`config.mk`:
```
export PLATFORM = sky130hd
export DESIGN_NAME = fpau_div_stage
export DESIGN_NICKNAME = d
export VERILOG_FILES = /design/src/design/fixed_point_arith_unit_macros.svh /design/src/design/fpau_pkg.sv /design/src/design/fpau_div_stage.sv
export SDC_FILE = /design/constraint.sdc
export NUM_CORES = 1
export LEC_CHECK = 0
export ABC_AREA = 1
export ABC_CLOCK_PERIOD_IN_PS = 800
export BUFFER_PORTS_ARGS = -buffer_cell sky130_fd_sc_hd__buf_4
export CAP_MARGIN = 20
export CORE_MARGIN = 5
export CORE_UTILIZATION = 30
export CTS_BUF_LIST = sky130_fd_sc_hd__clkbuf_16
export DETAILED_ROUTE_END_ITERATION = 7
export GPL_TIMING_DRIVEN = 0
export PLACE_DENSITY = 0.55
export SLEW_MARGIN = 25
export SYNTH_ARGS = -nofsm -noshare
export SYNTH_HDL_FRONTEND = slang
export SYNTH_SLANG_ARGS = --single-unit
```
`constraint.sdc`:
```
create_clock -name clk_i -period 0.8 [get_ports clk_i]
set_input_delay 0.08 -clock clk_i [delete_from_list [all_inputs] [get_ports clk_i]]
set_output_delay 0.08 -clock clk_i [all_outputs]
set_load 0.1 [all_outputs]
```
`src/design/fixed_point_arith_unit_macros.svh`:
```
// assertion macros shared by the fixed point arithmetic unit
`ifndef FIXED_POINT_ARITH_UNIT_MACROS_SVH
`define FIXED_POINT_ARITH_UNIT_MACROS_SVH

// same-cycle implication, checked outside reset
`define FPAU_ASSERT_NOW(label, ante, cons, msg) \
  label: assert property (@(posedge clk_i) disable iff (!rst_ni) (ante) |-> (cons)) \
    else $error(msg);

// next-cycle implication, checked outside reset
`define FPAU_ASSERT_NEXT(label, ante, cons, msg) \
  label: assert property (@(posedge clk_i) disable iff (!rst_ni) (ante) |=> (cons)) \
    else $error(msg);

`endif

```
`src/design/fpau_pkg.sv`:
```
// shared types and codes for the fixed point arithmetic unit
package fpau_pkg;

  localparam int unsigned CmdW    = 3;
  localparam int unsigned StatusW = 2;
  localparam int unsigned DataW   = 32;
  localparam int unsigned MagW    = 64;

  localparam logic [CmdW-1:0] CMD_MUL   = 3'd0;
  localparam logic [CmdW-1:0] CMD_DIV   = 3'd1;
  localparam logic [CmdW-1:0] CMD_ROUND = 3'd2;
  localparam logic [CmdW-1:0] CMD_CEIL  = 3'd3;
  localparam logic [CmdW-1:0] CMD_FLOOR = 3'd4;

  localparam logic [StatusW-1:0] STATUS_OK   = 2'd0;
  localparam logic [StatusW-1:0] STATUS_SAT  = 2'd1;
  localparam logic [StatusW-1:0] STATUS_DIVZ = 2'd2;

  // control that travels with each item down the pipeline
  typedef struct packed {
    logic            valid;
    logic [CmdW-1:0] cmd;
    logic            neg;
  } ctrl_t;

endpackage

```
`src/design/fpau_div_stage.sv`:
```
// one restoring divide step: one quotient bit per stage
module fpau_div_stage #(
  parameter int unsigned NUM_W = 48
) (
  input  logic                              clk_i,
  input  logic                              rst_ni,
  input  logic                              en_i,
  input  fpau_pkg::ctrl_t                   ctrl_i,
  input  logic [NUM_W-1:0]                  num_i,
  input  logic [fpau_pkg::DataW-1:0]        rem_i,
  input  logic [fpau_pkg::DataW-1:0]        den_i,
  input  logic [fpau_pkg::MagW-1:0]         mag_i,
  output fpau_pkg::ctrl_t                   ctrl_o,
  output logic [NUM_W-1:0]                  num_o,
  output logic [fpau_pkg::DataW-1:0]        rem_o,
  output logic [fpau_pkg::DataW-1:0]        den_o,
  output logic [fpau_pkg::MagW-1:0]         mag_o
);
  import fpau_pkg::*;

  ctrl_t            ctrl_q;
  logic [NUM_W-1:0] num_d, num_q;
  logic [DataW-1:0] rem_d, rem_q, den_q;
  logic [MagW-1:0]  mag_q;
  logic [DataW:0]   shifted, diff;
  logic             fits;

  // shift in the next numerator bit and try the subtract
  always_comb begin
    shifted = {rem_i, num_i[NUM_W-1]};
    fits    = (shifted >= {1'b0, den_i});
    diff    = shifted - {1'b0, den_i};
    rem_d   = fits ? diff[DataW-1:0] : shifted[DataW-1:0];
    num_d   = {num_i[NUM_W-2:0], fits};
  end

  always_ff @(posedge clk_i or negedge rst_ni) begin
    if (!rst_ni) begin
      ctrl_q <= '0;
    end else if (en_i) begin
      ctrl_q <= ctrl_i;
    end
  end

  always_ff @(posedge clk_i) begin
    if (en_i) begin
      num_q <= num_d;
      rem_q <= rem_d;
      den_q <= den_i;
      mag_q <= mag_i;
    end
  end

  assign ctrl_o = ctrl_q;
  assign num_o  = num_q;
  assign rem_o  = rem_q;
  assign den_o  = den_q;
  assign mag_o  = mag_q;

endmodule

```
======== Yosys cells after proc, flatten, opt, wreduce, memory -nomap -nowiden ========
Index checks and enable logic that the tools add are counted.
operators by class
  add/sub/neg operators ................... 1
  multipliers ............................. 0
  divide/modulo/power cells ............... 0
  magnitude comparators ................... 1
  equality and inequality tests ........... 0
  shift operators ......................... 0
  mux-type cells .......................... 1
  bitwise gates (word level) .............. 0
  reduce and logical (&&, ||, !) cells .... 0
operators with widths
  cell                                          number
  greater-or-equal comparator 33 x 32 -> 1 bit  1
  two-way mux 32 bit                            1
  subtractor 32 bit                             1
storage, ports and cells
  flip-flop bits (word level) ............. 181
  latch bits .............................. 0
  memory bits (writable) .................. 0
  bits in read-only memories .............. 0
  bits of input ports ..................... 184
  output and inout port bits .............. 181
  memories kept ........................... 0

======== Logic depth before layout (Yosys ltp) ========
  depth in word-level cells ............... 2
  gate-level depth with buffers ........... 17
  gate-level depth less buffers ........... 15

======== Least setup slack after synthesis ========
No wires, ideal clock.
  path kind ............................... input to register
  start point ............................. input port num_i[47]
  end point ............................... register rem_q[16], in the netlist rem_o[16], data pin
  library setup time ...................... 0.253 ns
  data arrival time ....................... 1.441 ns
  data required time ...................... 0.547 ns
  path slack .............................. -0.894 ns
  stages on the path ...................... 13
  path buffers ............................ 0
  cells stage by stage .................... inv_1 -> ha_1 -> fa_1 -> inv_1 -> nand3_1 -> nand3_1 -> nand2_1 -> nand3_1 -> nand3_1 -> nand2_1 -> nand2_1 -> nand3_1 -> nand2_1
between the ends
  cells in the longest elaborated chain, start to end .. 2
  elaborated cells on any way between the ends .. 3
  those cells by class .................... add/sub: 1; order compare: 1; mux: 1
ends and longest elaborated chain
  element                                                                            line                                        text
  from (decl)                                                                        fpau_div_stage.sv:9                         input logic [NUM_W-1:0] num_i,
  subtractor 32 bit or greater-or-equal comparator 33 x 32 -> 1 bit (tied branches)  fpau_div_stage.sv:32, fpau_div_stage.sv:31
  two-way mux 32 bit (*)                                                             fpau_div_stage.sv:33                        rem_d = fits ? diff[DataW-1:0] : shifted[DataW-1:0];
  named net rem_d[16]                                                                fpau_div_stage.sv:23                        logic [DataW-1:0] rem_d, rem_q, den_q;
  to (signal assigned)                                                               fpau_div_stage.sv:48                        rem_q <= rem_d;
  to (decl)                                                                          fpau_div_stage.sv:23
The timed path passes the listed nets; every way through them passes the cells marked *.
A chain may end at the register's enable or synchronous reset.

======== Worst setup path after layout ========
  start point ............................. input port den_i[19] (netlist name)
  end point ............................... register rem_q[2], in the netlist rem_o[2], data pin
between the ends
  cells in the longest elaborated chain, start to end .. 2
ends and longest elaborated chain
  element                                       line                  text
  from (decl)                                   fpau_div_stage.sv:11  input logic [fpau_pkg::DataW-1:0] den_i,
  greater-or-equal comparator 33 x 32 -> 1 bit  fpau_div_stage.sv:31  fits = (shifted >= {1'b0, den_i});
  two-way mux 32 bit                            fpau_div_stage.sv:33
  named net rem_d[2]                            fpau_div_stage.sv:23
The timed path passes the listed nets, and every way through them passes these cells.

==> results.json <==
{
  "num_rows": 62,
  "synth_edf_count": 176,
  "fin_tns_setup_ns": -76.44,
  "antenna_found_initial": 3,
  "fin_nets": 1677,
  "crit_arrival_ns": 1.64,
  "totalWireLength_um": 32290,
  "async_flop_share": 0.02762,
  "hold_ws_ns": 0.02900,
  "vias": 8015,
  "clk_latency_ns": 0.44,
  "min_path_type": "in2reg",
  "drc": 0,
  "ys_seq_area_frac": 0.6308,
  "numCtsBuffers": 17,
  "synth_compound_gate_area_share": 0.01517,
  "dp_hpwl_um": 22150,
  "grt_max_degree": 47,
  "required_ns": 1.00,
  "finalNonFillerCells": 1859,
  "synth_mux_area_frac": 0.006565,
  "post-route-period-util": 1.797,
  "slew_headroom": 0.8017,
  "track_usage": 0.1930,
  "hold_viol_final": 0,
  "gp_congestion": 0.8639,
  "synthAdderAreaFrac": 0.04902,
  "failed_checks": "negative setup slack",
  "path_max_fanout": 6,
  "design_area_um2": 16660,
  "fin_ws_ns": -0.6374,
  "gr-total-overflow": 0,
  "fillers": 2350,
  "cts.clk_slew.worst_paths_ns": 0.08,
  "ios": 365,
  "die_h_um": 179.1,
  "clockRootBuffer": "clkbuf_16",
  "fin_skew_ns": 0,
  "synthFlopType": "edfxtp_1",
  "syn_area_um2": 8577,
  "worst_slew_pin_slew_ns": 0.2974,
  "core_um2": 28470,
  "synthCells": 836,
  "critPathLaunchType": "primary input",
  "grt_pass1_vias": 8533,
  "area_growth_pct": 94.27,
  "vdd_drop_max_mv": 0.9467,
  "finalCriticalPeriod_ns": 1.437,
  "power.density_nw_per_um2": 2063,
  "setup-violations-final": 224,
  "place_inst": 1585,
  "status": "complete, but fails checks",
  "drive_above_1_share": 0.4613,
  "synth_cell_types": 29,
  "fmax_mhz": 695.7,
  "yosys_warnings": 0,
  "cts_sinks": 181,
  "end_kind": "register",
  "first_iter_violations": 361,
  "h-tree-depth": 4,
  "placed_area_um2": 12360,
  "synth_xor_area_frac": 0.01430,
  "wl_per_cell_um": 17.37,
  "rsz0062_at_grt": "yes",
  "grt_pass1_wl_um": 46930,
  "die-area_um2": 32070,
  "maxCapViolCount": 0,
  "synthSimpleGateAreaFrac": 0.2089,
  "io_buffers": 364,
  "synth-seq-cells": 181,
  "start_util": 0.3013,
  "ant_nets": 0,
  "viasPerCell": 4.311,
  "synth_nets": 1053,
  "avgSynthCellArea_um2": 10.26,
  "drtPass1Iterations": 5,
  "cts_buffer_depth": 2,
  "p_total_mw": 34.38,
  "cts_tree": "done",
  "drv_slew": 0,
  "die_w_um": 179.1,
  "p_leak_nw": 7.552,
  "critPathKind": "in2reg",
  "synth_top_family_by_area": "simple AND/OR/NAND/NOR gates"
}
==> per-layer routing <==
metal,GRT usage,vias up,wire (um)
met3,0.05884,57,2618
met4,0.06972,0,974
met2,0.3551,279,16750
met5,0,-,0
met1,0.2081,3739,11950
li1,-,3940,-
==> repair_timing <==
item	in CTS	in global routing
hold buffers	180	0
gates cloned	5	0
gates resized for setup	357	42
pin swaps	66	14
endpoints found under the setup margin	306	224
endpoints found under the hold margin	183	0
setup buffers	46	11
==> synthesized netlist by cell type, types with 2 or more instances <==
library cell | count | area [um2]
a21oi_1 | 21 | 105.1
and2_1 | 8 | 50.05
buf_6 | 6 | 67.56
dfrtp_1 | 5 | 125.1
edfxtp_1 | 176 | 5285
ha_1 | 32 | 400.4
inv_1 | 150 | 563.0
mux2_2 | 5 | 56.30
nand2_1 | 297 | 1115
nand2_2 | 11 | 68.82
nand2_4 | 3 | 33.78
nand3_1 | 37 | 185.2
nand3b_1 | 10 | 75.07
nand4_1 | 2 | 12.51
nor2_1 | 34 | 127.6
nor2_2 | 6 | 37.54
nor3_1 | 6 | 30.03
nor3_2 | 2 | 20.02
o21ai_0 | 2 | 10.01
o21bai_1 | 2 | 15.01
xor2_1 | 13 | 113.9
==> final cells by class <==
cell class / count / area (um2) / share of cell area
timing repair buffer: 606 / 5959 / 0.3577
sequential: 181 / 5429 / 0.3258
multi-input combinational: 497 / 3483 / 0.2091
inverter: 152 / 630.6 / 0.03785
tap: 384 / 480.5 / 0.02884
clock buffer: 17 / 425.4 / 0.02553
clock inverter: 14 / 161.4 / 0.009687
buffer: 5 / 85.08 / 0.005106
antenna: 3 / 7.507 / 0.0004506
==> sequential cells by signal (all words and copies together) (netlist names) <==
register and flops:
ctrl_o 5, mag_o 64, rem_o 32, num_o 48
den_o 32
==> critical path, cell delays in order <==
cell     delay (ns)
buf_4          0.12
inv_2          0.06
ha_4           0.22
nand2_1        0.09
inv_1          0.07
nand2_1        0.08
nand2_2        0.06
nand2_2        0.10
a21oi_4        0.07
nor2_4         0.17
nand2_8        0.12
buf_12         0.15
buf_16         0.12
nand2_1        0.05
nand2_1        0.06
==> where the power goes <==
part / switching, mW / leakage [nW] / internal [mW]
Clock: 4.04 / 0.281 / 4.43
Combinational: 9.47 / 5.50 / 4.54
Sequential: 0.431 / 1.78 / 11.5
==> path summary, 6_finish.rpt <==
| kind | startpoint | end | slack (ns) | depth (start not counted) |
|---|---|---|---|---|
| worst max-delay path | den_i[19] | rem_o[2] | -0.64 | 15 |
| worst min-delay path | num_i[47] | rem_o[0] | 0.03 | 3 |
| worst max register to register | ctrl_o[1] | ctrl_o[1] | -0.20 | 2 |
| worst min register to register | ctrl_o[2] | ctrl_o[2] | 0.60 | 1 |
| max in group asynchronous | rst_ni | ctrl_o[3] | -0.02 | 3 |
| min in group asynchronous | rst_ni | ctrl_o[1] | 0.58 | 3 |
==> stage by stage <==
stage	setup slack, ns	util
floorplan	-0.8118	-
global placement	-1.600	0.4330
detailed placement	-1.376	0.4342
CTS	-0.6113	0.5779
global route	-0.6972	0.5853
finish	-0.6374	0.5853
==> cells by family after synthesis <==
| group | Yosys count |
|---|---|
| buffers and inverters | 159 |
| DFF | 181 |
| AOI/OAI and AO/OA | 25 |
| and+or+nand+nor | 419 |
| adders and majority gates | 33 |
| muxes | 5 |
| xor gates and xnor gates | 14 |
==> placed cells by master (no fill, tap or decap), types with 3 or more instances in the layout <==
cell type	count
a21oi_1	18
diode_2	3
nand3_2	19
buf_12	8
ha_4	32
nor2_4	14
inv_2	28
nor3_1	4
mux2_2	5
xor2_1	13
clkbuf_16	17
inv_8	3
edfxtp_1	176
inv_1	110
buf_4	221
buf_8	11
nand3b_1	10
nand3_1	18
nand2_1	228
nor2_1	23
inv_6	6
and2_1	8
buf_6	185
dlygate4sd3_1	180
inv_4	11
buf_16	4
dfrtp_4	5
nand2_4	25
nor2_2	3
nand2_2	58
Note: power is estimated with default switching activity, not from simulation.
