`src/design/fixed_point_arith_unit_macros.svh`:
```
// assertion macros shared by the fixed point arithmetic unit
`ifndef FIXED_POINT_ARITH_UNIT_MACROS_SVH
`define FIXED_POINT_ARITH_UNIT_MACROS_SVH

// same-cycle implication, checked outside reset
`define FPAU_ASSERT_NOW(label, ante, cons, msg) \
  label: assert property (@(posedge clk_i) disable iff (!rst_ni) (ante) |-> (cons)) \
    else $error(msg);

// next-cycle implication, checked outside reset
`define FPAU_ASSERT_NEXT(label, ante, cons, msg) \
  label: assert property (@(posedge clk_i) disable iff (!rst_ni) (ante) |=> (cons)) \
    else $error(msg);

`endif

```
`src/design/fpau_pkg.sv`:
```
// shared types and codes for the fixed point arithmetic unit
package fpau_pkg;

  localparam int unsigned CmdW    = 3;
  localparam int unsigned StatusW = 2;
  localparam int unsigned DataW   = 32;
  localparam int unsigned MagW    = 64;

  localparam logic [CmdW-1:0] CMD_MUL   = 3'd0;
  localparam logic [CmdW-1:0] CMD_DIV   = 3'd1;
  localparam logic [CmdW-1:0] CMD_ROUND = 3'd2;
  localparam logic [CmdW-1:0] CMD_CEIL  = 3'd3;
  localparam logic [CmdW-1:0] CMD_FLOOR = 3'd4;

  localparam logic [StatusW-1:0] STATUS_OK   = 2'd0;
  localparam logic [StatusW-1:0] STATUS_SAT  = 2'd1;
  localparam logic [StatusW-1:0] STATUS_DIVZ = 2'd2;

  // control that travels with each item down the pipeline
  typedef struct packed {
    logic            valid;
    logic [CmdW-1:0] cmd;
    logic            neg;
  } ctrl_t;

endpackage

```
`src/design/fpau_final.sv`:
```
// last stage: rounding, saturation and the output register
`include "fixed_point_arith_unit_macros.svh"

module fpau_final #(
  parameter int unsigned FRACTION_BITS = 16
) (
  input  logic                                        clk_i,
  input  logic                                        rst_ni,
  input  logic                                        en_i,
  input  logic                                        stall_i,
  input  fpau_pkg::ctrl_t                             ctrl_i,
  input  logic [fpau_pkg::DataW+FRACTION_BITS-1:0]    quot_i,
  input  logic [fpau_pkg::DataW-1:0]                  rem_i,
  input  logic [fpau_pkg::DataW-1:0]                  den_i,
  input  logic [fpau_pkg::MagW-1:0]                   mag_i,
  output logic                                        valid_o,
  output logic signed [fpau_pkg::DataW-1:0]           result_o,
  output logic [fpau_pkg::StatusW-1:0]                status_o
);
  import fpau_pkg::*;

  localparam logic [MagW:0]   Half   = (MagW+1)'(1) << (FRACTION_BITS - 1);
  localparam logic [MagW-1:0] PosMax = MagW'(32'h7FFF_FFFF);
  localparam logic [MagW-1:0] NegMax = MagW'(32'h8000_0000);

  logic               valid_q;
  logic [DataW-1:0]   result_d, result_q;
  logic [StatusW-1:0] status_d, status_q;
  logic [MagW:0]      mul_sum;
  logic [MagW-1:0]    mag_full;
  logic               rnd_up;

  // final magnitude per command
  always_comb begin
    mul_sum  = {1'b0, mag_i} + Half;
    rnd_up   = ({rem_i, 1'b0} >= {1'b0, den_i});
    case (ctrl_i.cmd)
      CMD_MUL: mag_full = MagW'(mul_sum >> FRACTION_BITS);
      CMD_DIV: mag_full = MagW'(quot_i) + MagW'(rnd_up);
      default: mag_full = mag_i;
    endcase
  end

  // saturate to the signed word and pick the status
  always_comb begin
    result_d = '0;
    status_d = STATUS_OK;
    if (ctrl_i.cmd > CMD_FLOOR) begin
      result_d = '0;
      status_d = STATUS_OK;
    end else if ((ctrl_i.cmd == CMD_DIV) && (den_i == '0)) begin
      result_d = '0;
      status_d = STATUS_DIVZ;
    end else if (!ctrl_i.neg) begin
      if (mag_full > PosMax) begin
        result_d = PosMax[DataW-1:0];
        status_d = STATUS_SAT;
      end else begin
        result_d = mag_full[DataW-1:0];
      end
    end else begin
      if (mag_full > NegMax) begin
        result_d = NegMax[DataW-1:0];
        status_d = STATUS_SAT;
      end else begin
        result_d = DataW'(0) - mag_full[DataW-1:0];
      end
    end
  end

  always_ff @(posedge clk_i or negedge rst_ni) begin
    if (!rst_ni) begin
      valid_q <= 1'b0;
    end else if (en_i) begin
      valid_q <= ctrl_i.valid;
    end
  end

  always_ff @(posedge clk_i) begin
    if (en_i) begin
      result_q <= result_d;
      status_q <= status_d;
    end
  end

  assign valid_o  = valid_q;
  assign result_o = result_q;
  assign status_o = status_q;

  `FPAU_ASSERT_NEXT(a_hold_valid, valid_q && stall_i, valid_q, "held result dropped")
  `FPAU_ASSERT_NOW(a_divz_zero, valid_q && (status_q == STATUS_DIVZ), result_q == '0,
                   "divide by zero result not zero")
  `FPAU_ASSERT_NOW(a_sat_limit, valid_q && (status_q == STATUS_SAT),
                   (result_q == 32'h7FFF_FFFF) || (result_q == 32'h8000_0000),
                   "saturated result not at a limit")
  `FPAU_ASSERT_NOW(a_status_code, valid_q, status_q != 2'd3, "unknown status code")

endmodule

```
`config.mk`:
```
export PLATFORM = sky130hd
export DESIGN_NAME = fpau_final
export DESIGN_NICKNAME = d
export VERILOG_FILES = /design/src/design/fpau_pkg.sv /design/src/design/fpau_final.sv
export VERILOG_INCLUDE_DIRS = /design/src /design/src/design
export SDC_FILE = /design/constraint.sdc
export NUM_CORES = 1
export LEC_CHECK = 0
export BUFFER_PORTS_ARGS = -buffer_cell sky130_fd_sc_hd__buf_2
export CAP_MARGIN = 20
export CORE_UTILIZATION = 52
export CTS_CLUSTER_DIAMETER = 50
export DETAILED_ROUTE_END_ITERATION = 6
export PLACE_DENSITY_LB_ADDON = 0.25
export SYNTH_ARGS = -nofsm -noshare
export SYNTH_HDL_FRONTEND = slang
export SYNTH_SLANG_ARGS = --single-unit
```
`constraint.sdc`:
```
create_clock -name clk_i -period 0.8 [get_ports clk_i]
set_input_delay 0.04 -clock clk_i [delete_from_list [all_inputs] [get_ports clk_i]]
set_output_delay 0.04 -clock clk_i [all_outputs]
set_load 0.01 [all_outputs]
```
==> results of run 1 <==
## kinds of logic after synthesis
| kind of cell | after synthesis | share of synthesized area |
|---|---|---|
| simple gates | 391 | 0.3458 |
| compound gates | 190 | 0.2282 |
| buf+inv | 81 | 0.05655 |
| xor+xnor | 64 | 0.09178 |
| fa+ha+maj | 35 | 0.07171 |
| flops | 35 | 0.1713 |
| mux | 20 | 0.03463 |
## cells in the mapped netlist (24+ instances only)
cell and number:
sky130_fd_sc_hd__nor2_1 49, sky130_fd_sc_hd__clkbuf_1 24, sky130_fd_sc_hd__nand2_1 83, sky130_fd_sc_hd__nand4_1 37, sky130_fd_sc_hd__edfxtp_1 34, sky130_fd_sc_hd__nor4_1 42
sky130_fd_sc_hd__o21ai_0 25, sky130_fd_sc_hd__nand3_1 53, sky130_fd_sc_hd__a21oi_1 34, sky130_fd_sc_hd__nor3_1 35, sky130_fd_sc_hd__ha_1 35, sky130_fd_sc_hd__inv_1 42
sky130_fd_sc_hd__xnor2_1 39, sky130_fd_sc_hd__xor2_1 25
## routing by layer
layer | track usage | overflow
met5 | 0.1696 | 1
met4 | 0.7791 | 17
met3 | 0.6014 | 1
met2 | 0.9445 | 40
met1 | 0.7423 | 2
## repair_timing
item | CTS
gates cloned | 5
setup endpoints to repair | 69
pin swaps | 35
hold buffers | 2
gates resized for setup | 93
buffers inserted | 30
endpoints found under the hold margin | 2
## per-stage QoR
step	std cells	setup slack [ns]
floorplan	816	-3.684
global placement	1442	-4.072
detailed placement	1442	-4.217
CTS	1486	-3.649
==> results.md, run 1 <==
| Stage | Parameter | Value |
|:---|:---|:---|
| grt | Pin count of the biggest net entering global routing | 35 |
| floorplan | Horiz. Die Dim | 110.4 microns |
| floorplan | Effective utilization at floorplan | 0.5348 |
| logic synthesis | Mean instance size in the synthesized netlist | 7.484 sq um |
| place | Number of buffers inserted by port buffering | 218 |
| outcome | Run status | did not finish |
| logic synthesis | Register bit total from synthesis | 35 |
| logic synthesis | Synth top area share | 0.1672 |
| place | Post-place instance area | 9874 sq um |
| cts | Largest buffer count on any clock path | 2 |
| outcome | Stage where the flow stopped | global routing (5_1_grt) |
| logic synthesis | Main synth FF type | sky130_fd_sc_hd__edfxtp_1 |
| place | Post-DP HPWL | 21540 microns |
| floorplan | Top-Level Pins | 220 |
| logic synthesis | Top cell type by total area after synthesis | sky130_fd_sc_hd__edfxtp_1 |
| logic synthesis | Post-synthesis cell area | 6107 sq um |
| logic synthesis | Register area share after synthesis | 0.1713 |
| floorplan | Site row count | 39 |
| grt | Global-route wire length before repair | 70170 microns |
| grt | Via count of the first global-routing pass | 12401 |
| logic synthesis | Number of flops mapped to enable cells by yosys | 34 |
| cts | Clock tree root buffer cell | sky130_fd_sc_hd__clkbuf_16 |
| logic synthesis | Most area-consuming cells after synthesis | sky130_fd_sc_hd__edfxtp_1 17%, sky130_fd_sc_hd__ha_1 7.2%, sky130_fd_sc_hd__xnor2_1 5.6% |
| cts | Number of H-tree levels | 2 |
| logic synthesis | Count of distinct cell types in the synthesized netlist | 76 |
| grt | Overflow left after global routing | 61 |
| cts | Clk sink count | 35 |
| cts | Number of buffers created by CTS | 5 |
| outcome | First error | [ERROR GRT-0116] Global routing finished with congestion. Check the congestion regions in the DRC Viewer. |
| floorplan | Vert. Die Dim | 110.4 microns |
| logic synthesis | Proportion of synthesized flip-flops having asynchronous set or reset | 0.02857 |
| logic synthesis | Yosys warning count | 0 |
| grt | Total routing resource utilization after global routing | 0.7581 |
| logic synthesis | Cells after Synth | 816 |
| logic synthesis | Net count of the mapped netlist | 1036 |
| place | Routability congestion estimate | 1.032 |
==> run 2: changes to the inputs <==
Settings changed: CORE_UTILIZATION 52 to 40, CTS_CLUSTER_DIAMETER 50 to default, PLACE_DENSITY_LB_ADDON 0.25 to 0.15.
==> run 2 against run 1 <==
  * Synthesized cell count is the same
  * The flow now finishes, with violations (DRC, setup timing)
  * Synthesized area is the same
==> results.md, run 2 <==
| Stage | Parameter | Value |
|:---|:---|:---|
| floorplan | Horiz. Die Dim | 125.6 microns |
| finish | Non-filler cells, final | 1528 |
| cts | Clk sink count | 35 |
| pwr | Sum of internal, switching and leakage power | 9.025 mW |
| timing | Final setup margin | -3.769 ns |
| logic synthesis | Most area-consuming cells after synthesis | sky130_fd_sc_hd__edfxtp_1 17%, sky130_fd_sc_hd__ha_1 7.2%, sky130_fd_sc_hd__xnor2_1 5.6% |
| finish | Net count reported at finish | 1563 |
| logic synthesis | Synth top area share | 0.1672 |
| min path | Worst min-delay path class | in2async |
| floorplan | Top-Level Pins | 220 |
| logic synthesis | Cell with the most instances after synthesis | sky130_fd_sc_hd__nand2_1 |
| cts | Worst-skew pair later-pin latency | 0.28 ns |
| pwr | Psw | 3.084 mW |
| drt | Total via count in the routed design | 8721 |
| place | Post-DP HPWL | 20270 microns |
| finish | Sequential cell area in the final layout | 1046 sq um |
| pwr | Relative contribution of sequential cells to total power | 0.249 |
| logic synthesis | Proportion of synthesized flip-flops having asynchronous set or reset | 0.02857 |
| critical path | Crit-path max FO | 8 |
| critical path | Required time at the worst-slack endpoint | 0.91 ns |
| logic synthesis | Yosys warning count | 0 |
| logic synthesis | Cell types with the highest counts after synthesis | 83 x sky130_fd_sc_hd__nand2_1, 53 x sky130_fd_sc_hd__nand3_1, 49 x sky130_fd_sc_hd__nor2_1 |
| logic synthesis | Number of flops mapped to enable cells by yosys | 34 |
| floorplan | Die area | 15770 sq um |
| drt | Wire length after detailed routing | 26350 microns |
| critical path | Launching point of the worst reg2reg path | valid_o$_DFFE_PN0P_ |
| critical path | Largest incremental delay on the critical path | 0.45 ns |
| finish | Antenna Diode Count | 0 |
| place | Instance count after placement with tap cells included | 1480 |
| outcome | Run status | finished, violations left |
| outcome | Failing checks | DRC, setup timing |
| pwr | Total internal power | 5.942 mW |
| logic synthesis | Count of distinct cell types in the synthesized netlist | 76 |
| finish | Area used by multi-input combinational logic | 5518 sq um |
| finish | Fillcell total | 1126 |
| timing | Maximum clock frequency | 218.9 MHz |
| cts | Number of buffers created by CTS | 5 |
| timing | Period minus WS final | 4.569 ns |
| timing | Setup repair after global routing missed its margin | yes |
| logic synthesis | Mean instance size in the synthesized netlist | 7.484 sq um |
| grt | Global-route wire length before repair | 40100 microns |
| grt | Via count of the first global-routing pass | 8357 |
| pwr | Leakage power | 4.953 nW |
| drt | Vias per std cell | 5.707 |
| logic synthesis | Multiplexer fraction of the synthesized cell area | 0.03462 |
| timing | Slew at the pin closest to its max-slew limit | 0.5671 ns |
| logic synthesis | Post-Synth Adder-Cell Area | 0.07171 |
| drt | Iter 0 DRT Violations | 706 |
| cts | Clock tree root buffer cell | sky130_fd_sc_hd__clkbuf_16 |
| place | Post-Place Worst Slack | -4.153 ns |
| floorplan | Site row count | 44 |
| drt | Drc violations | 10 |
| cts | Worst-path clk slew | 0.05 ns |
| drt | Count of nets left with antenna violations after detail routing | 0 |
| floorplan | Effective utilization at floorplan | 0.4155 |
| logic synthesis | Compound-Gate Fraction of Synth Area | 0.2282 |
| place | Number of buffers inserted by port buffering | 218 |
| run | # Max-Cap Violations | 0 |
| drt | Routed wirelength normalized by instance count | 17.24 microns |
| logic synthesis | Post-synthesis share of cell area spent on xor and xnor gates | 0.09178 |
| critical path | Signal arrival time at the worst endpoint | 4.67 ns |
| grt | Pin count of the biggest net entering global routing | 29 |
| finish | Leading cell type in the layout, fill and taps excluded | sky130_fd_sc_hd__buf_4 |
| timing | Hold Violations, Final | 0 |
| cts | Number of H-tree levels | 2 |
| floorplan | Vert. Die Dim | 125.6 microns |
| grt | Overflow left after global routing | 0 |
| critical path | Cell type group with the largest total delay on the critical path | compound AO/OA/AOI/OAI gates |
| timing | Max Transition Viols Final | 0 |
| pwr | Combinational Power Share | 0.539 |
| drt | DRT Pass-1 Iters | 7 |
| timing | Worst clock skew on the final layout | 0 ns |
| finish | Fraction of final layout cells with drive strength greater than 1 | 0.5246 |
| pwr | Maximum ir drop on the vdd rail | 0.9763 mV |
| logic synthesis | Top cell type by total area after synthesis | sky130_fd_sc_hd__edfxtp_1 |
| critical path | Cell with the most instances on the worst path | sky130_fd_sc_hd__o21a_1 |
| critical path | Critical Path Slowest Stage Cell | sky130_fd_sc_hd__or3b_4 |
| logic synthesis | Main synth FF type | sky130_fd_sc_hd__edfxtp_1 |
| critical path | Critical path start-end classification | in2reg |
| floorplan | Area of the core | 14700 sq um |
| grt | Number of antenna violations at the first check in global routing | 0 |
| logic synthesis | Cells after Synth | 816 |
| timing | Setup violation total in the final timing report | 66 |
| grt | Total routing resource utilization after global routing | 0.3130 |
| pwr | Clock Power Share | 0.211 |
| logic synthesis | Register area share after synthesis | 0.1713 |
| critical path | Crit end category | flip-flop |
| logic synthesis | Post-synthesis cell area | 6107 sq um |
| logic synthesis | Register bit total from synthesis | 35 |
| critical path | Critical Path Source | den_i[1] |
| pwr | Power density over the cells | 817.2 nW/um^2 |
| timing | Fin crit share | 5.711 |
| finish | Leading cell types in the layout, fill and taps excluded | 302 x sky130_fd_sc_hd__buf_4, 211 x sky130_fd_sc_hd__buf_2, 81 x sky130_fd_sc_hd__nand2_1, 47 x sky130_fd_sc_hd__nand3_1, 45 x sky130_fd_sc_hd__nor2_1 |
| logic synthesis | Net count of the mapped netlist | 1036 |
| place | Routability congestion estimate | 0.9374 |
| logic synthesis | Synthesized-area fraction occupied by and/or/nand/nor cells | 0.3458 |
| critical path | Number of buffers and inverters on the critical path | 5 |
| pwr | Switch share | 0.3417 |
| finish | Number of flip-flops in the largest register | 32 |
| cts | CTS tree | built |
| timing | Max-Slew Margin vs Limit | 0.6205 |
| cts | Largest buffer count on any clock path | 2 |
| logic synthesis | Dominant combinational cell family by area after synthesis | simple AND/OR/NAND/NOR gates |
| finish | Growth of design area from synthesis to finish | 80.84% |
| critical path | Worst setup SP type | input port |
| finish | Final design utilization | 0.7514 |
==> run 2: worst paths after layout <==
check	end	slack (ns)	cells after the start
worst max register to register	valid_o$_DFFE_PN0P_	0.06	1
max in group asynchronous	valid_o$_DFFE_PN0P_	0.65	2
worst max-delay path	result_o[27]$_SDFFCE_PP0P_	-3.77	28
min in group clk_i	valid_o$_DFFE_PN0P_	0.08	2
worst min-delay path	valid_o$_DFFE_PN0P_	0.06	2
worst min register to register	valid_o$_DFFE_PN0P_	0.51	1
==> run 2: layer usage <==
metal,wire (microns),global-route usage,vias to the layer above,part of all wire
li1,-,-,4237,-
met1,10660,0.3840,4010,0.40
met2,12890,0.5614,393,0.49
met3,1716,0.03081,81,0.065
met4,1078,0.1198,0,0.041
met5,0,0,-,0
==> run 2: area by class of cell <==
type / instances / share of cell area
clock buffers: 7 / 0.01291
clock inverters: 1 / 0.0004532
inverters: 43 / 0.01688
multi-input cells: 702 / 0.4996
flip-flops and latches: 35 / 0.09471
well taps: 184 / 0.02085
repair buffers: 556 / 0.3546
==> run 2: timing repair <==
action,4_1_cts,5_1_grt
setup endpoints to repair,69,69
resized for setup,63,65
setup buffers,25,13
hold buffers,2,0
cloned,4,1
pin swaps,27,30
endpoints found under the hold margin,2,0
==> run 2: cell families (layout without fill, tap and decap cells) <==
group,Yosys count,count (layout)
compound gates,190,190
xor+xnor,64,64
fa+ha+maj,35,35
buf+inv,81,607
flops,35,35
mux,20,20
simple gates,391,393
==> run 2: power groups by stage <==
stage / combinational [mW] / clock, mW / sequential (mW)
finish: 4.87 / 1.91 / 2.25
global route: 5.21 / 2.00 / 2.26
CTS: 4.54 / 1.93 / 2.25
detailed placement: 4.26 / 0 / 2.29
global placement: 4.20 / 0 / 2.29
floorplan: 1.71 / 0 / 2.39
==> run 2: through the flow <==
step,TNS (ns),instance area (sq um),hold WS (ns)
2_1_floorplan,-118.93,6524,-0.2556
5_1_grt,-128.99,11040,0.06154
6_report,-121.50,11040,0.06208
4_1_cts,-120.84,10660,0.05597
3_5_place_dp,-134.29,9953,-0.1835
3_3_place_gp,-131.33,9953,-0.1862
Power figures use the tool's default switching activity.
