## src/design/fixed_point_arith_unit_macros.svh

```systemverilog
// assertion macros shared by the fixed point arithmetic unit
`ifndef FIXED_POINT_ARITH_UNIT_MACROS_SVH
`define FIXED_POINT_ARITH_UNIT_MACROS_SVH

// same-cycle implication, checked outside reset
`define FPAU_ASSERT_NOW(label, ante, cons, msg) \
  label: assert property (@(posedge clk_i) disable iff (!rst_ni) (ante) |-> (cons)) \
    else $error(msg);

// next-cycle implication, checked outside reset
`define FPAU_ASSERT_NEXT(label, ante, cons, msg) \
  label: assert property (@(posedge clk_i) disable iff (!rst_ni) (ante) |=> (cons)) \
    else $error(msg);

`endif

```

## src/design/fpau_pkg.sv

```systemverilog
// shared types and codes for the fixed point arithmetic unit
package fpau_pkg;

  localparam int unsigned CmdW    = 3;
  localparam int unsigned StatusW = 2;
  localparam int unsigned DataW   = 32;
  localparam int unsigned MagW    = 64;

  localparam logic [CmdW-1:0] CMD_MUL   = 3'd0;
  localparam logic [CmdW-1:0] CMD_DIV   = 3'd1;
  localparam logic [CmdW-1:0] CMD_ROUND = 3'd2;
  localparam logic [CmdW-1:0] CMD_CEIL  = 3'd3;
  localparam logic [CmdW-1:0] CMD_FLOOR = 3'd4;

  localparam logic [StatusW-1:0] STATUS_OK   = 2'd0;
  localparam logic [StatusW-1:0] STATUS_SAT  = 2'd1;
  localparam logic [StatusW-1:0] STATUS_DIVZ = 2'd2;

  // control that travels with each item down the pipeline
  typedef struct packed {
    logic            valid;
    logic [CmdW-1:0] cmd;
    logic            neg;
  } ctrl_t;

endpackage

```

## src/design/fpau_front.sv

```systemverilog
// first stage: operand magnitudes, signs and the round/ceil/floor magnitudes
module fpau_front #(
  parameter int unsigned FRACTION_BITS = 16
) (
  input  logic                                  clk_i,
  input  logic                                  rst_ni,
  input  logic                                  en_i,
  input  logic                                  valid_i,
  input  logic [fpau_pkg::CmdW-1:0]             cmd_i,
  input  logic signed [fpau_pkg::DataW-1:0]     a_i,
  input  logic signed [fpau_pkg::DataW-1:0]     b_i,
  output fpau_pkg::ctrl_t                       ctrl_o,
  output logic [fpau_pkg::DataW-1:0]            abs_a_o,
  output logic [fpau_pkg::DataW-1:0]            abs_b_o,
  output logic [fpau_pkg::MagW-1:0]             mag_o
);
  import fpau_pkg::*;

  localparam logic [DataW:0] Half     = (DataW+1)'(1) << (FRACTION_BITS - 1);
  localparam logic [DataW:0] FracMask = ((DataW+1)'(1) << FRACTION_BITS) - (DataW+1)'(1);
  localparam logic [DataW:0] Bias     = (DataW+1)'(1) << (DataW - 1);

  ctrl_t              ctrl_d, ctrl_q;
  logic [DataW-1:0]   abs_a_d, abs_b_d, abs_a_q, abs_b_q;
  logic [MagW-1:0]    mag_d, mag_q;
  logic               sign_a, sign_b;
  logic [DataW:0]     rnd_sum, rnd_mag;
  logic [DataW:0]     u_base, u_up, u_clr, cf_mag;
  logic               cf_pos;

  // magnitudes and signs
  always_comb begin
    sign_a  = a_i[DataW-1];
    sign_b  = b_i[DataW-1];
    abs_a_d = sign_a ? (DataW'(0) - a_i) : a_i;
    abs_b_d = sign_b ? (DataW'(0) - b_i) : b_i;
  end

  // round half away from zero on the magnitude
  always_comb begin
    rnd_sum = {1'b0, abs_a_d} + Half;
    rnd_mag = rnd_sum & ~FracMask;
  end

  // ceil and floor on a biased, non-negative copy of a
  always_comb begin
    u_base = {1'b0, ~a_i[DataW-1], a_i[DataW-2:0]};
    u_up   = (cmd_i == CMD_CEIL) ? (u_base + FracMask) : u_base;
    u_clr  = u_up & ~FracMask;
    cf_pos = (u_clr >= Bias);
    cf_mag = cf_pos ? (u_clr - Bias) : (Bias - u_clr);
  end

  // per-command sign and magnitude
  always_comb begin
    ctrl_d.valid = valid_i;
    ctrl_d.cmd   = cmd_i;
    ctrl_d.neg   = 1'b0;
    mag_d        = '0;
    case (cmd_i) inside
      CMD_MUL, CMD_DIV: ctrl_d.neg = sign_a ^ sign_b;
      CMD_ROUND: begin
        ctrl_d.neg = sign_a;
        mag_d      = MagW'(rnd_mag);
      end
      CMD_CEIL, CMD_FLOOR: begin
        ctrl_d.neg = ~cf_pos;
        mag_d      = MagW'(cf_mag);
      end
      default: ctrl_d.neg = 1'b0;
    endcase
  end

  always_ff @(posedge clk_i or negedge rst_ni) begin
    if (!rst_ni) begin
      ctrl_q <= '0;
    end else if (en_i) begin
      ctrl_q <= ctrl_d;
    end
  end

  always_ff @(posedge clk_i) begin
    if (en_i) begin
      abs_a_q <= abs_a_d;
      abs_b_q <= abs_b_d;
      mag_q   <= mag_d;
    end
  end

  assign ctrl_o  = ctrl_q;
  assign abs_a_o = abs_a_q;
  assign abs_b_o = abs_b_q;
  assign mag_o   = mag_q;

endmodule

```

## config.mk

```make
export PLATFORM = sky130hd
export DESIGN_NAME = fpau_front
export DESIGN_NICKNAME = d
export VERILOG_FILES = /design/src/design/fixed_point_arith_unit_macros.svh /design/src/design/fpau_pkg.sv /design/src/design/fpau_front.sv
export SDC_FILE = /design/constraint.sdc
export NUM_CORES = 1
export LEC_CHECK = 0
export ABC_AREA = 1
export BUFFER_PORTS_ARGS = -buffer_cell sky130_fd_sc_hd__buf_2
export CAP_MARGIN = 20
export CORE_ASPECT_RATIO = 0.8
export CORE_MARGIN = 10
export CORE_UTILIZATION = 35
export CTS_CLUSTER_SIZE = 24
export DETAILED_ROUTE_END_ITERATION = 8
export PLACE_DENSITY = 0.55
export SYNTH_ARGS = -nofsm -noshare
export SYNTH_HDL_FRONTEND = slang
export SYNTH_SLANG_ARGS = --single-unit
```

## constraint.sdc

```tcl
create_clock -name clk_i -period 0.9 [get_ports clk_i]
set_input_delay 0.045 -clock clk_i [delete_from_list [all_inputs] [get_ports clk_i]]
set_output_delay 0.045 -clock clk_i [all_outputs]
set_load 0.1 [all_outputs]
```

== Word level (Yosys, flattened, before mapping) ==
Index checks and enable logic that the tools add are counted.

* Reduce and logical (&&, ||, !) cells: 5
* Bitwise logic cells: 4
* Shifts and indexed selects: 0
* Equal/unequal tests: 4
* Multiplexer cells: 9
* Multipliers: 0
* Divide/modulo/power cells: 0
* Add/subtract/negate cells: 6
* Order comparisons: 1

{| class="wikitable"
|+ Operators by type and width
! operator !! count
|-
| 2-to-1 mux 33 bit || 4
|-
| adder 32 x 16 -> 33 bit (second input constant) || 2
|-
| subtractor 1 x 32 -> 32 bit (first input constant) || 2
|-
| greater-or-equal comparator 33 x 32 -> 1 bit (second input constant) || 1
|-
| subtractor 32 x 33 -> 33 bit (first input constant) || 1
|-
| subtractor 33 x 32 -> 33 bit (second input constant) || 1
|-
| 2-to-1 mux 32 bit || 1
|-
| 2-to-1 mux 31 bit || 1
|-
| == test 3 x 2 -> 1 bit (second input constant) || 2
|-
| OR reduction 2 bit || 2
|-
| OR reduction 4 bit || 1
|-
| == test 3 x 1 -> 1 bit (second input constant) || 1
|-
| == test 3 bit (second input constant) || 1
|-
| logical NOT 3 bit || 1
|-
| 2-to-1 mux 1 bit || 3
|-
| NOT 1 bit || 3
|-
| OR reduction 3 bit || 1
|-
| XOR 1 bit || 1
|}

* Memory bits (writable): 0
* Output and inout bits: 133
* Memory bits (read-only): 0
* Input bits: 71
* Memories: 0
* Bits in registers: 133
* Logic and storage cells: 38
* Latch bits: 0

== Logic depth before layout (Yosys ltp) ==
Gate-level depths: netlist of run 1.

* Depth in word-level cells: 8
* Gate-level depth with buffers: 20
* Gate-level depth less buffers: 20

== Least setup slack after synthesis of run 1 ==
Ideal clock, no wire load.

* Kind: input -> register
* Start point: input a_i[8] (netlist bit)
* End point: register mag_q[23] (netlist: mag_o[23]) (data pin)
* Required time: 0.643 ns
* Stages: 18
* Buffers on the path: 2
* Setup time: 0.257 ns
* Arrival time: 1.915 ns
* Setup slack: -1.273 ns
* Cells stage by stage: nor2_2 nand2_1 nor2_2 nand3_2 buf_6 nand2_2 xor2_2 ha_1 nand3_1 nor2_1 nand2_1 nor2_2 nand2_2 nand2_4 buf_6 nand3_1 nand3_1 o21ai_1

* Word-level cells in the longest chain between the ends: 6
* Elaborated cells on any way between the ends: 11
* Classes of those cells: 5 x add/sub; 1 x order compare; 5 x mux

{| class="wikitable"
|+ RTL lines
! what !! line !! RTL
|-
| from (decl) || fpau_front.sv:10 || <nowiki>input logic signed [fpau_pkg::DataW-1:0] a_i,</nowiki>
|-
| adder 32 x 16 -> 33 bit || fpau_front.sv:48 || <nowiki>u_up = (cmd_i == CMD_CEIL) ? (u_base + FracMask) : u_base;</nowiki>
|-
| 2-to-1 mux 33 bit || fpau_front.sv:48 ||
|-
| subtractor 32 x 33 -> 33 bit, or another cell as far along || fpau_front.sv:51 || <nowiki>cf_mag = cf_pos ? (u_clr - Bias) : (Bias - u_clr);</nowiki>
|-
| 2-to-1 mux 33 bit || fpau_front.sv:51 ||
|-
| 2-to-1 mux 33 bit || fpau_front.sv:60 || <nowiki>case (cmd_i) inside</nowiki>
|-
| 2-to-1 mux 33 bit * || fpau_front.sv:60 ||
|-
| to (signal assigned) || fpau_front.sv:86 || <nowiki>mag_q <= mag_d;</nowiki>
|-
| to (decl) || fpau_front.sv:25 || <nowiki>logic [MagW-1:0] mag_d, mag_q;</nowiki>
|}

Mark *: on every way between the ends. The rest lies on a longest branch, timed or not.
A chain may end at the register's enable or synchronous reset.

== Final worst setup path of run 1 ==
* Start point: input a_i[1] (netlist bit)
* End point: register mag_q[30] (netlist: mag_o[30]) (data pin)

The elaborated chain is that of the path after synthesis.

==> results of run 1 <==
[how the worst max path moves through the flow]
stage / startpoint / end / depth (start not counted) / slack, ns
5_1_grt: a_i[1] / mag_o[31] / 21 / -1.18
3_3_place_gp: a_i[0] / mag_o[30] / 21 / -1.55
3_5_place_dp: a_i[0] / mag_o[30] / 21 / -1.61
4_1_cts: a_i[1] / mag_o[28] / 20 / -1.03
2_1_floorplan: a_i[5] / mag_o[22] / 18 / -1.24
6_report: a_i[1] / mag_o[30] / 20 / -1.09
[timing repair]
action                                 4_1_cts  5_1_grt
resized for setup                          173      115
setup buffers                               37       18
pin swaps                                   57       66
cloned                                       1        0
hold buffers                                 6        0
setup endpoints to repair                  145      149
endpoints found under the hold margin       10        0
[per-layer routing]
layer	up-vias	share of wire, %	global-route usage, %
met5	-	0	0
met4	0	1.4	5.071
met3	20	6.0	4.129
met2	242	46	30.90
met1	3260	46	26.13
li1	3444	-	-
[final cells by class]
| type | count | area share [%] |
|---|---|---|
| Inverter | 99 | 3.459 |
| Clock inverter | 6 | 0.5748 |
| Timing Repair Buffer | 417 | 36.26 |
| Clock buffer | 9 | 1.848 |
| Sequential cell | 86 | 21.09 |
| Tap cell | 230 | 2.361 |
| Multi-Input combinational cell | 630 | 34.39 |
| Antenna cell | 1 | 0.02053 |
[sequential cells by signal (all words and copies together) (netlist names)]
signal / cells
ctrl_o: 5
mag_o: 17
abs_b_o: 32
abs_a_o: 32
[power by group through the flow]
stage	clock, µW	sequential, µW	combinational (µW)
3_5_place_dp	0	5320	7840
4_1_cts	3930	5230	8190
6_report	3840	5220	8410
5_1_grt	4040	5260	8740
2_1_floorplan	0	7930	2130
3_3_place_gp	0	5300	7800
[cell families (layout without fill, tap and decap cells)]
kind of cell    Yosys count  in the layout  share of synthesized area [%]
compound gates           59             59                          5.163
xor+xnor                 56             56                          8.166
buf+inv                 163            531                          12.84
fa+ha+maj                 5              5                         0.9815
simple gates            462            463                          32.67
flops                    86             86                          40.13
other cells               1             48                        0.05884
[critical path, stage by stage]
cell and delay [ns]:
buf_8 0.11, inv_6 0.05, ha_4 0.14, nand2_4 0.06
buf_12 0.13, nor2_4 0.12, nand2_2 0.07, nand2_2 0.08
nand3_2 0.09, o21ai_4 0.08, ha_2 0.20, nand3_2 0.07
nor2_2 0.12, nand2_2 0.10, nor2_4 0.16, nand2_4 0.10
nand2_8 0.11, nand3_1 0.09, nand3_2 0.09, nand2_1 0.06
[synth_stat cells, types with 14 or more instances]
master    count  share of area (%)
a21oi_1      14                1.1
nand3_1      79                6.2
o21ai_0      32                2.5
inv_1        96                5.7
nand4_1      24                2.4
xnor2_1      17                2.3
buf_4        47                5.5
edfxtp_1     81                 38
nand2_1     208                 12
nor3_1       15                1.2
nor2_1       93                5.5
xor2_1       35                4.8
nor2_2       18                1.8
[per-stage QoR]
stage	std cells	area (µm²)	setup slack (ns)	hold WS, ns
3_5_place_dp	1423	10500	-1.613	-0.1341
2_1_floorplan	878	6887	-1.238	-0.2506
4_1_cts	1477	11790	-1.028	0.006181
5_1_grt	1478	12190	-1.180	0.008886
6_report	1478	12190	-1.090	0.01199
3_3_place_gp	1423	10500	-1.552	-0.1327
==> impl_metrics.json, run 1 <==
{
  "status": "finished with violations",
  "violations": "negative setup slack",
  "dr_total_vias": 6966,
  "io_buffer_count": 156,
  "antenna_found_initial": 1,
  "netlist_area_um2": 6374,
  "htreeDepth": 3,
  "fin_skew_ns": 0,
  "p_int_uw": 9928,
  "mostFrequentLayoutCell": "buf_4",
  "path_clk_slew_ns": 0.06,
  "criticalPathCategory": "primary input to flop",
  "power_uw": 17480,
  "p_per_area_nw_per_um2": 1434,
  "r2r_end": "ctrl_o[3]",
  "rows": 44,
  "clk_path_buf_depth": 2,
  "gr-usage-all-layers_pct": 19.42,
  "worstPathRequired_ns": 1.01,
  "cp.arrival_ns": 2.10,
  "clock.fmax_ghz": 0.5026,
  "first_iter_violations": 414,
  "hold_viol": 0,
  "max-slew-margin-rel_pct": 64.63,
  "grt_max_degree": 33,
  "worst_setup_path_end_kind": "flop",
  "mostFrequentLayoutCells": "buf_4, nand2_1, buf_12, edfxtp_1, inv_1",
  "fin_crit_ns": 1.990,
  "wl_per_cell_um": 16.22,
  "n_fill_cell": 1419,
  "ys_async_sr_fraction_pct": 5.814,
  "cts_sinks": 86,
  "hold_end": "abs_b_o[17]",
  "grt_pass1_wl_um": 36950,
  "synthCells": 832,
  "r2r_cells": 2,
  "setup_viol": 147,
  "ys.flop_type": "edfxtp_1",
  "layout.nets": 1319,
  "ios": 204,
  "ys_seq_area_share_pct": 40.13,
  "hp-start": "b_i[17]",
  "p_sw_share_pct": 43.19,
  "seq_power_share_pct": 29.9,
  "core_um2": 18000,
  "drc": 0,
  "syn_to_final_growth_pct": 91.24,
  "first_global_vias": 6975,
  "r2r-start": "ctrl_o[3]",
  "rsz0062_at_grt": "yes",
  "multi_input_area_um2": 4192,
  "switchingPower_uw": 7547,
  "hold-path-cell-count": 2,
  "fin_tns_setup_ns": -43.64,
  "root_buffer": "clkbuf_16",
  "clock_latency_ns": 0.35,
  "slew_viol_final": 0,
  "first_pass_iters": 5,
  "hold_class": "primary input to flop",
  "seq_area_um2": 2571,
  "p_leak_uw": 0.005590,
  "synth_cell_types": 39,
  "grt_overflow": 0,
  "die_x_um": 170.9,
  "drive_above_1_share_pct": 51.56,
  "clockPowerShare_pct": 22.0,
  "synth-edff-count": 81,
  "synth_seq_cells": 86,
  "hpwl_um": 18680,
  "pwr-share-comb_pct": 48.1,
  "place_congestion": 0.9050,
  "rrSetupSlack_ns": 0.15,
  "syn_avg_cell_area_um2": 7.661,
  "start_util_pct": 35.40,
  "worstSetupStartpointType": "primary input",
  "cts_buffers": 9,
  "die_h_um": 140.7,
  "antenna_left": 0,
  "setup_ws_ns": -1.090,
  "ys_warn_count": 0,
  "worst-path-max-fanout": 7,
  "cts_tree": "done",
  "cap_violations": 0,
  "floorplan.die_area_um2": 24040,
  "ir_drop_mv": 0.8227,
  "fin_crit_sh_pct": 221.1,
  "final_util_pct": 67.71,
  "tightest_slew_ns": 0.5256,
  "viasPerCell": 4.713,
  "totalWireLength_um": 23980
}
(Power assumes the default switching activity.)
==> run 2, diff against run 1 <==
==> constraint.sdc (replaced) <==
create_clock -name clk_i -period 1.94 [get_ports clk_i]
set_input_delay 0.097 -clock clk_i [delete_from_list [all_inputs] [get_ports clk_i]]
set_output_delay 0.097 -clock clk_i [all_outputs]
set_load 0.1 [all_outputs]
==> impl_metrics.json, run 2 (synthesis results as in run 1) <==
{
  "hold-path-cell-count": 2,
  "antenna_left": 0,
  "grt_max_degree": 36,
  "hold_end": "abs_b_o[31]",
  "criticalPathCategory": "primary input to flop",
  "seq_area_um2": 2557,
  "slew_viol_final": 0,
  "routed-wl-met3_um": 1573,
  "place_congestion": 0.9515,
  "root_buffer": "clkbuf_16",
  "setup_ws_ns": -0.02132,
  "placed_cell_area_um2": 8623,
  "clk_path_buf_depth": 2,
  "mostFrequentLayoutCells": "buf_4, nand2_1, buf_2, inv_1, edfxtp_1",
  "path_clk_slew_ns": 0.07,
  "worst_setup_path_end_kind": "flop",
  "fin_crit_sh_pct": 101.1,
  "fin_crit_ns": 1.961,
  "clock.fmax_ghz": 0.5099,
  "wl_per_cell_um": 15.32,
  "violations": "negative setup slack",
  "cap_violations": 0,
  "rows": 44,
  "crit_chain": "buf_4, nor2_4, nand2_2, nor2_4, nand3_4, nand2_4, xor2_2, ha_2, nand3_2, nor2_2, nand2_2, nor2_4, nand2_4, nand2_8, nand3b_1, nand3_1, nand2_1",
  "switchingPower_uw": 3269,
  "dr_total_vias": 6488,
  "grt_overflow": 0,
  "first_iter_violations": 423,
  "floorplan.die_area_um2": 24040,
  "antenna_found_initial": 0,
  "die_x_um": 170.9,
  "antennaDiodeCount": 0,
  "rrSetupSlack_ns": 1.31,
  "n_fill_cell": 1739,
  "ios": 204,
  "wl_met2_um": 9207,
  "drc": 0,
  "hp-start": "b_i[30]",
  "cts_tree": "done",
  "p_leak_uw": 0.004511,
  "tightest_slew_ns": 0.5196,
  "layout.nets": 1250,
  "slowest_stage": "ha_2",
  "drive_above_1_share_pct": 40.97,
  "topRoutingLayerUsed": "met4",
  "htreeDepth": 3,
  "worstSetupStartpointType": "primary input",
  "seq_power_share_pct": 32.8,
  "start_util_pct": 35.40,
  "pwr-share-comb_pct": 43.7,
  "cts_buffers": 9,
  "gr-usage-all-layers_pct": 17.27,
  "p_int_uw": 3759,
  "rsz0062_at_grt": "yes",
  "worst-path-max-fanout": 7,
  "first_pass_iters": 6,
  "cp.arrival_ns": 2.06,
  "setup_viol": 9,
  "finish.instance_area_um2": 9438,
  "ir_drop_mv": 0.4454,
  "syn_to_final_growth_pct": 48.08,
  "r2r-start": "ctrl_o[3]",
  "die_h_um": 140.7,
  "status": "finished with violations",
  "io_buffer_count": 156,
  "hold_viol": 0,
  "pre_cts_slack_ns": -0.5530,
  "worstPathRequired_ns": 2.04,
  "max-slew-margin-rel_pct": 65.32,
  "core_um2": 18000,
  "hold_class": "primary input to flop",
  "multi_input_area_um2": 3626,
  "r2r_end": "ctrl_o[3]",
  "mostFrequentLayoutCell": "buf_4",
  "crit_path_max_incr_delay_ns": 0.20,
  "whs_ns": 0.05528,
  "p_per_area_nw_per_um2": 744.7,
  "cts_sinks": 86,
  "fin_skew_ns": 0,
  "viasPerCell": 4.605,
  "met1Wirelength_um": 10570,
  "clockPowerShare_pct": 23.5,
  "p_sw_share_pct": 46.51,
  "hpwl_um": 17550,
  "grt_pass1_wl_um": 33020,
  "first_global_vias": 6294,
  "fin_tns_setup_ns": -0.07196,
  "totalWireLength_um": 21590,
  "clock_latency_ns": 0.34,
  "cp_common_cell": "nor2_4",
  "r2r_cells": 2
}
-- run 2: cell count changes in the layout (fill, tap and decap cells not counted), sizes merged --
cell         previous run  this run
bufinv                  1         0
diode                   1         0
clkinv                  2         4
clkinvlp                1         0
dlygate4sd3             6         4
inv                   101       102
buf                   411       344
-- run 2: timing repair --
| item | in CTS | in global routing |
|---|---|---|
| hold buffers | 4 | 0 |
| pin swaps | 14 | 33 |
| gates cloned | 1 | 0 |
| endpoints found under the setup margin | 16 | 22 |
| hold endpoints to repair | 8 | 0 |
| resized for setup | 28 | 88 |
| setup buffers | 4 | 4 |
-- run 2: layout make-up --
type / count / share of cell area [%]
Clock inverter: 7 / 0.5966
Multi-Input combinational cell: 630 / 38.42
Tap cell: 230 / 3.049
Clock buffer: 9 / 2.386
Timing Repair Buffer: 348 / 24.41
Sequential cell: 86 / 27.10
Inverter: 99 / 4.043
-- run 2: power groups by stage --
stage	clock, µW	combinational [µW]	sequential [µW]
6_report	1650	3070	2300
5_1_grt	1760	3210	2320
4_1_cts	1690	3000	2310
3_5_place_dp	0	2960	2350
3_3_place_gp	0	2950	2340
2_1_floorplan	0	950	3670
-- run 2: per-layer routing --
metal	vias to the layer above	global-route usage [%]
met5	-	0
met1	2928	24.85
met4	0	3.655
li1	3314	-
met3	15	3.627
met2	231	25.93
-- run 2: how the worst max path moves through the flow --
stage | startpoint | end | slack (ns)
after floorplan | a_i[5] | mag_o[22] | -0.25
after global placement | a_i[0] | mag_o[26] | -0.47
after detailed placement | a_i[0] | mag_o[30] | -0.55
after CTS | a_i[1] | mag_o[25] | -0.004
after global routing | a_i[0] | mag_o[21] | -0.17
final | a_i[11] | mag_o[21] | -0.02
-- run 2: stage by stage --
| stage | total power, µW | util [%] | cells |
|---|---|---|---|
| after CTS | 6994 | 50.57 | 1405 |
| after detailed placement | 5310 | 47.90 | 1380 |
| after global routing | 7292 | 52.43 | 1409 |
| after global placement | 5296 | 47.90 | 1380 |
| after floorplan | 4623 | - | 878 |
| final | 7028 | 52.43 | 1409 |
-- run 2: critical path: cells and delay by family --
kind                     cells  cell delay [ns]
AND/OR/NAND/NOR             14             1.45
XOR/XNOR                     1             0.15
adder cells (fa/ha/maj)      1             0.20
buffers and inverters        1             0.14
==> run 3, diff against run 2 <==
--- a/config.mk
+++ b/config.mk
@@ -10,10 +10,10 @@
 export CAP_MARGIN = 20
 export CORE_ASPECT_RATIO = 0.8
 export CORE_MARGIN = 10
-export CORE_UTILIZATION = 35
+export CORE_UTILIZATION = 25
 export CTS_CLUSTER_SIZE = 24
 export DETAILED_ROUTE_END_ITERATION = 8
-export PLACE_DENSITY = 0.55
+export PLACE_DENSITY = 0.41
 export SYNTH_ARGS = -nofsm -noshare
 export SYNTH_HDL_FRONTEND = slang
 export SYNTH_SLANG_ARGS = --single-unit
==> impl_metrics.json, run 3 (synthesis results as in run 1) <==
{
  "seq_power_share_pct": 32.5,
  "first_iter_violations": 384,
  "core_um2": 25180,
  "floorplan.die_area_um2": 32320,
  "crit_chain": "buf_2, nor2_4, nand2_4, nor2_4, nand3_4, nand2_4, xor2_2, ha_2, nand3_4, nor2_4, nand2_4, nor2_4, nand2_4, nand2_8, nand3b_1, nand3_1, nand2_1",
  "crit_path_max_incr_delay_ns": 0.23,
  "clock_latency_ns": 0.35,
  "totalWireLength_um": 23150,
  "tightest_slew_ns": 0.5343,
  "start_util_pct": 25.31,
  "hold_class": "primary input to flop",
  "grt_overflow": 0,
  "cap_violations": 0,
  "n_fill_cell": 2605,
  "stdcell_count": 1522,
  "worst-path-max-fanout": 7,
  "drive_above_1_share_pct": 43.66,
  "grt_max_degree": 40,
  "placed_cells": 1481,
  "rsz0062_at_grt": "yes",
  "clockPowerShare_pct": 23.5,
  "p_leak_uw": 0.004636,
  "setup_ws_ns": -0.03399,
  "multi_input_area_um2": 3785,
  "hpwl_um": 19610,
  "setup_viol": 2,
  "worstSetupStartpointType": "primary input",
  "placed_cell_area_um2": 8793,
  "criticalPathCategory": "primary input to flop",
  "first_pass_iters": 5,
  "layout.nets": 1269,
  "path_clk_slew_ns": 0.07,
  "hold_viol": 0,
  "switchingPower_uw": 3317,
  "mostFrequentLayoutCell": "buf_4",
  "io_buffer_count": 156,
  "slew_viol_final": 0,
  "ir_drop_mv": 0.3335,
  "fin_crit_sh_pct": 101.8,
  "violations": "negative setup slack",
  "cts_buffers": 9,
  "grt_pass1_wl_um": 35400,
  "place_congestion": 0.8260,
  "die_h_um": 162.8,
  "p_per_area_nw_per_um2": 719.9,
  "drc": 0,
  "clock.fmax_ghz": 0.5066,
  "antennaDiodeCount": 0,
  "viasPerCell": 4.226,
  "first_global_vias": 6238,
  "max-slew-margin-rel_pct": 64.34,
  "fin_crit_ns": 1.974,
  "fin_skew_ns": 0,
  "ios": 204,
  "wl_per_cell_um": 15.21,
  "p_sw_share_pct": 46.74,
  "worst_setup_path_end_kind": "flop",
  "dr_total_vias": 6432,
  "antenna_found_initial": 0,
  "rows": 52,
  "syn_to_final_growth_pct": 54.69,
  "p_int_uw": 3781,
  "clk_path_buf_depth": 2,
  "status": "finished with violations",
  "pwr-share-comb_pct": 44.0,
  "cts_sinks": 86,
  "worstPathRequired_ns": 2.03,
  "gr-usage-all-layers_pct": 14.16,
  "seq_area_um2": 2557,
  "mostFrequentLayoutCells": "buf_4, nand2_1, buf_2, inv_1, edfxtp_1",
  "final_util_pct": 39.16,
  "htreeDepth": 3,
  "cp.arrival_ns": 2.07,
  "slowest_stage": "ha_2",
  "root_buffer": "clkbuf_16",
  "die_x_um": 198.5,
  "finish.instance_area_um2": 9859,
  "antenna_left": 0,
  "cts_tree": "done"
}
run 3: cell types whose count changed in the layout (fill, tap and decap cells not counted), sizes merged:
| cell | delta |
|---|---|
| clkinv | -2 |
| clkinvlp | +2 |
| buf | +19 |
run 3: area by class of cell:
cell class              count  area share [%]
clock buffers               9           2.284
clock inverters             7          0.5711
inverters                  99           3.871
multi-input cells         630           38.39
flip-flops and latches     86           25.94
well taps                 324           4.112
repair buffers            367           24.84
run 3: what timing repair did:
action                                  4_1_cts  5_1_grt
buffers inserted                              8       13
hold buffers                                  4        0
hold endpoints to repair                      8        0
resized for setup                            52      100
endpoints found under the setup margin       18       24
gates cloned                                  1        0
pin swaps                                    31       51
run 3: worst max-delay path, delay by kind of cell:
family	cells	cell delay (ns)
buffers and inverters	1	0.14
XOR/XNOR	1	0.15
AND/OR/NAND/NOR	14	1.45
adder cells (fa/ha/maj)	1	0.23
run 3: power groups by stage:
stage | combinational, µW | clock, µW | sequential (µW)
global route | 3280 | 1790 | 2320
CTS | 3050 | 1720 | 2310
detailed placement | 2990 | 0 | 2350
global placement | 2990 | 0 | 2350
floorplan | 950 | 0 | 3670
finish | 3120 | 1670 | 2310
run 3: through the flow:
step	setup TNS, ns	setup slack, ns	total power, µW	hold WS, ns
final	-0.03400	-0.03399	7098	0.05021
after global routing	-1.553	-0.1237	7394	0.06340
after CTS	-0.004854	-0.003921	7087	0.03080
after detailed placement	-12.03	-0.6669	5346	-0.06936
after global placement	-11.26	-0.6028	5340	-0.06950
after floorplan	-2.739	-0.2501	4623	-0.1986
run 3: worst paths after layout:
path,slack (ns),startpoint,endpoint,cells past startpoint
setup / recovery,-0.03,a_i[8],mag_o[21],17
hold / removal,0.05,b_i[21],abs_b_o[21],2
setup reg to reg,1.29,ctrl_o[3],ctrl_o[3],2
hold reg to reg,0.48,ctrl_o[2],ctrl_o[2],2
max in group asynchronous,1.68,rst_ni,ctrl_o[4],2
min in group asynchronous,0.10,rst_ni,ctrl_o[1],2
run 3: routing by layer:
metal | wire length, µm | vias to the layer above | global-route usage (%)
met4 | 257 | 0 | 3.600
met5 | 0 | - | 0
met2 | 9538 | 192 | 20.42
met3 | 1554 | 16 | 2.809
met1 | 11800 | 2871 | 20.91
li1 | - | 3353 | -
